===== src/rtl/csgt_pkg.sv =====
// Shared types and codes for the conveyor sort gate tracker.
// Used by conveyor_sort_gate_tracker_unit and sim/testbench.sv; depends on nothing.
package csgt_pkg;

  typedef enum logic [1:0] {
    CMD_REPORT = 2'd0,
    CMD_CLICK  = 2'd1,
    CMD_TICK   = 2'd2
  } cmd_e;

  typedef enum logic [1:0] {
    COL_WHITE = 2'd0,
    COL_RED   = 2'd1,
    COL_BLUE  = 2'd2
  } color_e;

  typedef enum logic [1:0] {
    ST_IDLE,
    ST_SCAN,
    ST_DONE
  } state_e;

  localparam logic [1:0] REG_WHITE_DIST = 2'd0;
  localparam logic [1:0] REG_RED_DIST   = 2'd1;
  localparam logic [1:0] REG_BLUE_DIST  = 2'd2;
  localparam logic [1:0] REG_HOLD_TIME  = 2'd3;

  localparam logic [15:0] WHITE_DIST_RST = 16'd50;
  localparam logic [15:0] RED_DIST_RST   = 16'd100;
  localparam logic [15:0] BLUE_DIST_RST  = 16'd150;
  localparam logic [15:0] HOLD_TIME_RST  = 16'd1000;

  localparam int unsigned NUM_GATES = 3;

  typedef struct packed {
    color_e      color;
    logic [31:0] target;
  } entry_t;

endpackage


===== src/rtl/conveyor_sort_gate_tracker_unit.sv =====
// Conveyor sort gate tracker: puck queue in a one-port-read/one-port-write RAM.
// After each input transaction the queue is scanned through the single read port, and
// the result is then registered; it waits while the result register holds a result
// not yet taken on m_axis_tready. A new input transaction is accepted only in idle,
// once the previous result has been loaded into the result register.
// Reset: control, click count, gates, timers and registers cleared or preset;
// the queue RAM is not cleared, entries beyond the fill count are never read.
module conveyor_sort_gate_tracker_unit #(
  parameter int unsigned QUEUE_DEPTH = 16
) (
  input  logic        clk_i,
  input  logic        rst_ni,
  // configuration
  input  logic        cfg_we_i,
  input  logic [1:0]  cfg_idx_i,
  input  logic [15:0] cfg_data_i,
  // input stream
  input  logic        s_axis_tvalid,
  output logic        s_axis_tready,
  input  logic [7:0]  s_axis_tdata,   // [1:0] color, rest zero
  input  logic [1:0]  s_axis_tuser,   // [1:0] cmd
  // result stream
  output logic        m_axis_tvalid,
  input  logic        m_axis_tready,
  output logic [15:0] m_axis_tdata    // [0] accepted, [1] white_gate_open,
                                      // [2] red_gate_open, [3] blue_gate_open,
                                      // [6:4] released_mask, [11:7] pucks_tracked
);
  import csgt_pkg::*;

  localparam int unsigned AW = (QUEUE_DEPTH > 1) ? $clog2(QUEUE_DEPTH) : 1;
  localparam int unsigned CW = $clog2(QUEUE_DEPTH + 1);

  state_e      state_q, state_d;
  logic [31:0] click_q, click_d;
  logic [CW-1:0] cnt_q, cnt_d;
  logic [CW-1:0] rd_ptr_q, rd_ptr_d;
  logic [CW-1:0] wr_ptr_q, wr_ptr_d;
  logic        rvld_q, rvld_d;
  logic [2:0]  rel_q, rel_d;
  logic        acc_q, acc_d;
  logic [2:0]  gate_drv_q, gate_drv_d;
  logic [15:0] gate_tmr_q [NUM_GATES];
  logic [15:0] gate_tmr_d [NUM_GATES];
  logic [15:0] white_dist_q, white_dist_d;
  logic [15:0] red_dist_q, red_dist_d;
  logic [15:0] blue_dist_q, blue_dist_d;
  logic [15:0] hold_q, hold_d;
  logic        m_valid_q, m_valid_d;
  logic [15:0] m_data_q, m_data_d;

  entry_t      entry_mem [QUEUE_DEPTH];
  entry_t      rdata_q;
  logic        mem_we, mem_re;
  logic [AW-1:0] mem_waddr, mem_raddr;
  entry_t      mem_wdata;

  cmd_e        in_cmd;
  color_e      in_color;
  logic [15:0] dist_sel;
  logic [15:0] hold_eff;
  logic [31:0] cnt_ext;
  logic [4:0]  tracked;

  assign in_cmd        = cmd_e'(s_axis_tuser);
  assign in_color      = color_e'(s_axis_tdata[1:0]);
  assign hold_eff      = (hold_q == 16'd0) ? 16'd1 : hold_q;
  assign cnt_ext       = 32'(cnt_q);
  assign tracked       = (cnt_ext > 32'd31) ? 5'd31 : cnt_ext[4:0];
  assign s_axis_tready = (state_q == ST_IDLE);
  assign m_axis_tvalid = m_valid_q;
  assign m_axis_tdata  = m_data_q;

  always_comb begin
    case (in_color)
      COL_WHITE: dist_sel = white_dist_q;
      COL_RED:   dist_sel = red_dist_q;
      default:   dist_sel = blue_dist_q;
    endcase
  end

  always_comb begin
    state_d      = state_q;
    click_d      = click_q;
    cnt_d        = cnt_q;
    rd_ptr_d     = rd_ptr_q;
    wr_ptr_d     = wr_ptr_q;
    rvld_d       = rvld_q;
    rel_d        = rel_q;
    acc_d        = acc_q;
    gate_drv_d   = gate_drv_q;
    gate_tmr_d   = gate_tmr_q;
    white_dist_d = white_dist_q;
    red_dist_d   = red_dist_q;
    blue_dist_d  = blue_dist_q;
    hold_d       = hold_q;
    m_valid_d    = m_valid_q;
    m_data_d     = m_data_q;
    mem_we       = 1'b0;
    mem_waddr    = '0;
    mem_wdata    = '0;
    mem_re       = 1'b0;
    mem_raddr    = '0;

    if (cfg_we_i) begin
      case (cfg_idx_i)
        REG_WHITE_DIST: white_dist_d = cfg_data_i;
        REG_RED_DIST:   red_dist_d   = cfg_data_i;
        REG_BLUE_DIST:  blue_dist_d  = cfg_data_i;
        REG_HOLD_TIME:  hold_d       = cfg_data_i;
        default: ;
      endcase
    end

    if (m_axis_tready) begin
      m_valid_d = 1'b0;
    end

    case (state_q)
      ST_IDLE: begin
        if (s_axis_tvalid) begin
          acc_d    = 1'b0;
          rel_d    = '0;
          rd_ptr_d = '0;
          wr_ptr_d = '0;
          rvld_d   = 1'b0;
          state_d  = ST_SCAN;
          case (in_cmd)
            CMD_REPORT: begin
              if ((in_color == COL_WHITE || in_color == COL_RED || in_color == COL_BLUE)
                  && (cnt_q < CW'(QUEUE_DEPTH))) begin
                mem_we    = 1'b1;
                mem_waddr = cnt_q[AW-1:0];
                mem_wdata = '{color: in_color, target: click_q + {16'd0, dist_sel}};
                cnt_d     = cnt_q + CW'(1);
                acc_d     = 1'b1;
              end
            end
            CMD_CLICK: click_d = click_q + 32'd1;
            CMD_TICK: begin
              for (int g = 0; g < NUM_GATES; g++) begin
                if (gate_tmr_q[g] != 16'd0) begin
                  gate_tmr_d[g] = gate_tmr_q[g] - 16'd1;
                  if (gate_tmr_q[g] == 16'd1) gate_drv_d[g] = 1'b0;
                end
              end
            end
            default: ;
          endcase
        end
      end

      ST_SCAN: begin
        // read entry rd_ptr while comparing the one fetched last cycle
        if (rd_ptr_q != cnt_q) begin
          mem_re    = 1'b1;
          mem_raddr = rd_ptr_q[AW-1:0];
          rd_ptr_d  = rd_ptr_q + CW'(1);
          rvld_d    = 1'b1;
        end else begin
          rvld_d = 1'b0;
        end

        if (rvld_q) begin
          if (click_q >= rdata_q.target) begin
            case (rdata_q.color)
              COL_WHITE, COL_RED, COL_BLUE: begin
                gate_drv_d[rdata_q.color] = 1'b1;
                gate_tmr_d[rdata_q.color] = hold_eff;
                rel_d[rdata_q.color]      = 1'b1;
              end
              default: ;
            endcase
          end else begin
            // compaction: write slot trails the read slot, never collides
            mem_we    = 1'b1;
            mem_waddr = wr_ptr_q[AW-1:0];
            mem_wdata = rdata_q;
            wr_ptr_d  = wr_ptr_q + CW'(1);
          end
        end

        if ((rd_ptr_q == cnt_q) && !rvld_q) begin
          cnt_d   = wr_ptr_q;
          state_d = ST_DONE;
        end
      end

      ST_DONE: begin
        if (!m_valid_q || m_axis_tready) begin
          m_valid_d = 1'b1;
          m_data_d  = {4'd0, tracked, rel_q, gate_drv_q, acc_q};
          state_d   = ST_IDLE;
        end
      end

      default: state_d = ST_IDLE;
    endcase
  end

  always_ff @(posedge clk_i or negedge rst_ni) begin
    if (!rst_ni) begin
      state_q      <= ST_IDLE;
      click_q      <= '0;
      cnt_q        <= '0;
      rd_ptr_q     <= '0;
      wr_ptr_q     <= '0;
      rvld_q       <= 1'b0;
      rel_q        <= '0;
      acc_q        <= 1'b0;
      gate_drv_q   <= '0;
      for (int g = 0; g < NUM_GATES; g++) gate_tmr_q[g] <= '0;
      white_dist_q <= WHITE_DIST_RST;
      red_dist_q   <= RED_DIST_RST;
      blue_dist_q  <= BLUE_DIST_RST;
      hold_q       <= HOLD_TIME_RST;
      m_valid_q    <= 1'b0;
    end else begin
      state_q      <= state_d;
      click_q      <= click_d;
      cnt_q        <= cnt_d;
      rd_ptr_q     <= rd_ptr_d;
      wr_ptr_q     <= wr_ptr_d;
      rvld_q       <= rvld_d;
      rel_q        <= rel_d;
      acc_q        <= acc_d;
      gate_drv_q   <= gate_drv_d;
      gate_tmr_q   <= gate_tmr_d;
      white_dist_q <= white_dist_d;
      red_dist_q   <= red_dist_d;
      blue_dist_q  <= blue_dist_d;
      hold_q       <= hold_d;
      m_valid_q    <= m_valid_d;
    end
  end

  always_ff @(posedge clk_i) begin
    m_data_q <= m_data_d;
  end

  // queue RAM, registered read
  always_ff @(posedge clk_i) begin
    if (mem_we) entry_mem[mem_waddr] <= mem_wdata;
    if (mem_re) rdata_q <= entry_mem[mem_raddr];
  end

`ifndef SYNTHESIS
  a_cnt_bound: assert property (@(posedge clk_i) disable iff (!rst_ni)
    cnt_q <= CW'(QUEUE_DEPTH))
    else $error("queue fill count beyond depth");

  a_wr_trails_rd: assert property (@(posedge clk_i) disable iff (!rst_ni)
    (state_q == ST_SCAN) |-> (wr_ptr_q <= rd_ptr_q))
    else $error("compaction write overtook the scan read");

  a_gate_timer: assert property (@(posedge clk_i) disable iff (!rst_ni)
    (gate_drv_q[0] == (gate_tmr_q[0] != 16'd0)) &&
    (gate_drv_q[1] == (gate_tmr_q[1] != 16'd0)) &&
    (gate_drv_q[2] == (gate_tmr_q[2] != 16'd0)))
    else $error("gate state out of step with its hold timer");
`endif

endmodule


===== config.mk =====
export PLATFORM = sky130hd
export DESIGN_NAME = conveyor_sort_gate_tracker_unit
export DESIGN_NICKNAME = d
export VERILOG_FILES = /design/src/rtl/csgt_pkg.sv /design/src/rtl/conveyor_sort_gate_tracker_unit.sv
export SDC_FILE = /design/constraint.sdc
export NUM_CORES = 1
export LEC_CHECK = 0
export BUFFER_PORTS_ARGS = -buffer_cell sky130_fd_sc_hd__buf_2
export CORE_UTILIZATION = 65
export CTS_BUF_LIST = sky130_fd_sc_hd__clkbuf_8
export DETAILED_ROUTE_END_ITERATION = 10
export PLACE_DENSITY = 0.87
export SETUP_SLACK_MARGIN = 0.2
export SYNTH_ARGS = -nofsm -noshare
export SYNTH_HDL_FRONTEND = slang
export SYNTH_SLANG_ARGS = --single-unit

===== constraint.sdc =====
create_clock -name clk_i -period 7.5 [get_ports clk_i]
set_clock_uncertainty 0.1 [all_clocks]
set_input_delay 0.75 -clock clk_i [delete_from_list [all_inputs] [get_ports clk_i]]
set_output_delay 0.75 -clock clk_i [all_outputs]
set_load 0.1 [all_outputs]

==> metrics.yaml <==
outcome:
  status: "finished, final reports clean"
worst_setup_path:
  reg2reg_depth: 9
  slowest_delay_ps: 750
  worst-path-buf-inv: 2
  cpLargestDelayFamily: "compound AO/OA/AOI/OAI gates"
  r2r_slack_ps: 2810
  path_class: "input port to flip-flop"
  worstPathArrival_ps: 5110
  worst_setup_path_end_kind: "flip-flop"
  crit_chain: "buf_2 -> mux2i_1 -> o21ai_0 -> ha_1 -> inv_1 -> fa_1 -> nand2b_1 -> a21o_1 -> a211oi_1 -> o21ai_1 -> a211oi_1 -> xnor2_1 -> o21ai_1"
  crit_fanout: 18
  required_ps: 7800
  r2r_end: "entry_mem[9][26]"
  slowest_stage: "o21ai_1"
  start_kind: "input port"
  r2r-start: "click_q[19]"
synthesis:
  yosysWarnings: 0
  syn_inst: 2485
  ys_ff_latch: 760
  ys_types: 77
  synth_async_sr_flop_share_pct: 22.37
  netlist.area_leader.share_pct: 52.41
  synth_edf_count: 590
  yosys_most_used_dff: "edfxtp_1"
  syn_avg_cell_area_um2: 13.60
  yosysTopAreaCell: "edfxtp_1"
  synth_seq_area_share_pct: 65.05
  synthTopCellsByArea: "edfxtp_1 52%, dfrtp_1 11%, mux2_2 3.8%, mux2i_1 3.2%, nand2_1 2.5%"
  netlist_area_um2: 33810
floorplanning:
  die_y_um: 230.1
  die_width_um: 230.1
  start_util_pct: 65.90
  coreArea_um2: 51300
  die_area_um2: 52930
  placementRows: 83
  ios: 51
sta:
  period_needed_ps: 4802
  worstMarginPinSlew_ps: 1271
  final_hold_viol_count: 0
  final-max-slew-violation-count: 0
  setup_viol: 0
  slew_headroom_pct: 14.69
  setup_tns_ps: 0
  fmax_ghz: 0.2083
  period_share_pct: 64.02
  rsz0062_at_grt: "no"
layout:
  drive_above_1_share_pct: 16.70
  final_area_um2: 37150
  area_growth_pct: 9.889
  fin_nets: 2649
clock_tree:
  cts_root_buf: "clkbuf_8"
  path_clk_slew_ps: 60
  numCtsBuffers: 116
  clockBufferDepth: 3
  cts_hold_buf: 0
  postCtsSetupRepairBufs: 0
  cts_tree: "yes"
  clkLatencyLatePin_ps: 740
  cts_resized: 0
  cts.sinks: 760
  htreeDepth: 3
power_and_ir_drop:
  p_int_mw: 9.847
  switching_share_pct: 37.67
  p_sw_mw: 5.952
  seqPwrFrac_pct: 43.1
  max-vdd-ir-drop_mv: 0.4047
  pwr-share-clk_pct: 21.2
  power.density_nw_per_um2: 425.3
  power_frac_comb_pct: 35.6
  p_leak_nw: 13.73
  power_mw: 15.80
routing:
  routed_wl_um: 87440
  post-route-drc-count: 0
  first_pass_iters: 6
  wire_per_inst_um: 26.28
  vias: 22936
  avgViaCountPerCell: 6.894
  drt_iter0_markers: 3015
  antenna_left: 0
placed_design:
  io_buffers: 40
  dp_hpwl_um: 50580
  place_area_um2: 34890
  gp_congestion: 0.9501
global_route:
  grt_overflow: 0
  grt_pass1_vias: 23030
  antenna_found_initial: 1
  grt_pass1_wl_um: 133000
  grt_max_degree: 131
  track_usage_pct: 33.29
job:
  cap_viol_max_count: 0
hold_path:
  hold_path_class: "input port to async pin"
-- layout by cell type (no fill, tap or decap), drive strengths merged, types with 36 or more instances in the layout --
| cell type | count |
|---|---|
| o21ai | 103 |
| dfrtp | 154 |
| buf | 103 |
| nor2 | 86 |
| inv | 120 |
| o211ai | 37 |
| clkbuf | 127 |
| nand3 | 80 |
| mux2i | 107 |
| o22ai | 75 |
| o22a | 37 |
| mux2 | 114 |
| nor3 | 36 |
| a211oi | 40 |
| ha | 60 |
| edfxtp | 590 |
| nand2 | 231 |
| a21oi | 71 |
| a32o | 42 |
-- layout make-up --
cell class | count | area (um2)
sequential | 760 | 22000
fill | 3132 | 14150
clock buffer | 127 | 1748
multi-input combinational | 1497 | 11060
inverter | 77 | 289.0
clock inverter | 82 | 511.7
tap | 680 | 850.8
antenna | 1 | 2.502
timing repair buffer | 103 | 691.9
-- cell usage after synthesis, types with 14 or more instances --
library cell,number
nand3_1,80
clkbuf_1,99
xnor2_1,32
o21ai_0,99
a21o_1,20
mux4_2,30
ha_1,60
dfstp_2,16
a21oi_1,71
a211oi_1,40
a31oi_1,20
xor2_1,22
mux2i_1,107
nand2_1,227
buf_2,40
o22a_1,37
o221ai_1,28
nor2b_1,14
and2_1,14
inv_1,75
a32o_1,42
nor3_1,35
mux2_2,114
o22ai_1,75
nor2_1,85
nor4_1,17
nand4_1,21
dfrtp_1,154
o211ai_1,37
edfxtp_1,590
or3_1,18
nand2b_1,17
-- stage by stage --
step           cells  utilization (%)  hold slack (ps)  worst slack (ps)
2_1_floorplan   2488                -            324.5              1047
3_3_place_gp    3117            68.00            331.8              2039
3_5_place_dp    3117            68.00            332.2              1787
4_1_cts         3326            72.41            8.485              2474
5_1_grt         3327            72.41            51.25              2480
6_report        3327            72.41            2.696              2698
-- power groups by stage --
stage	Sequential (mW)	Clock (mW)	Combinational, mW
after floorplan	6.57	0	3.86
after global placement	6.79	0	5.18
after detailed placement	6.86	0	5.45
after CTS	6.79	3.37	5.50
after global routing	6.88	3.55	5.96
final	6.81	3.35	5.63
-- cells by family after synthesis --
| logic type | share of synthesized area, % |
|---|---|
| fa+ha+maj | 2.280 |
| mux | 8.964 |
| other cells | 0.01109 |
| compound gates | 11.47 |
| xor+xnor | 1.399 |
| buf+inv | 2.761 |
| flops | 65.05 |
| simple gates | 8.061 |
-- state kept, by name, summed over array words and instances (netlist names) --
register / cells
entry_mem: 544
gate_tmr_q: 48
rdata_q: 34
click_q: 32
blue_dist_q: 16
hold_q: 16
red_dist_q: 16
white_dist_q: 16
m_axis_tdata: 12
cnt_q: 5
rd_ptr_q: 5
wr_ptr_q: 5
gate_drv_q: 3
rel_q: 3
state_q: 2
acc_q: 1
m_axis_tvalid: 1
rvld_q: 1
-- metal layers --
metal / global-route usage (%) / vias to the layer above / part of all wire, %
met2: 53.46 / 1602 / 48
li1: - / 9747 / -
met5: 0 / - / 0
met4: 16.80 / 0 / 5.0
met3: 6.758 / 351 / 11
met1: 43.42 / 11236 / 36
-- worst max-delay path by stage --
| stage | cells after the start | from | endpoint | slack (ps) |
|---|---|---|---|---|
| after floorplan | 8 | state_q[1] | entry_mem[0][0] | 1050 |
| after global placement | 13 | s_axis_tdata[0] | entry_mem[14][30] | 2040 |
| after global routing | 13 | s_axis_tdata[0] | entry_mem[14][30] | 2480 |
| final | 13 | s_axis_tdata[0] | entry_mem[13][30] | 2700 |
| after CTS | 13 | s_axis_tdata[0] | entry_mem[14][30] | 2470 |
| after detailed placement | 13 | s_axis_tdata[0] | entry_mem[14][30] | 1790 |
No activity file was read; power rests on OpenSTA's default activity.
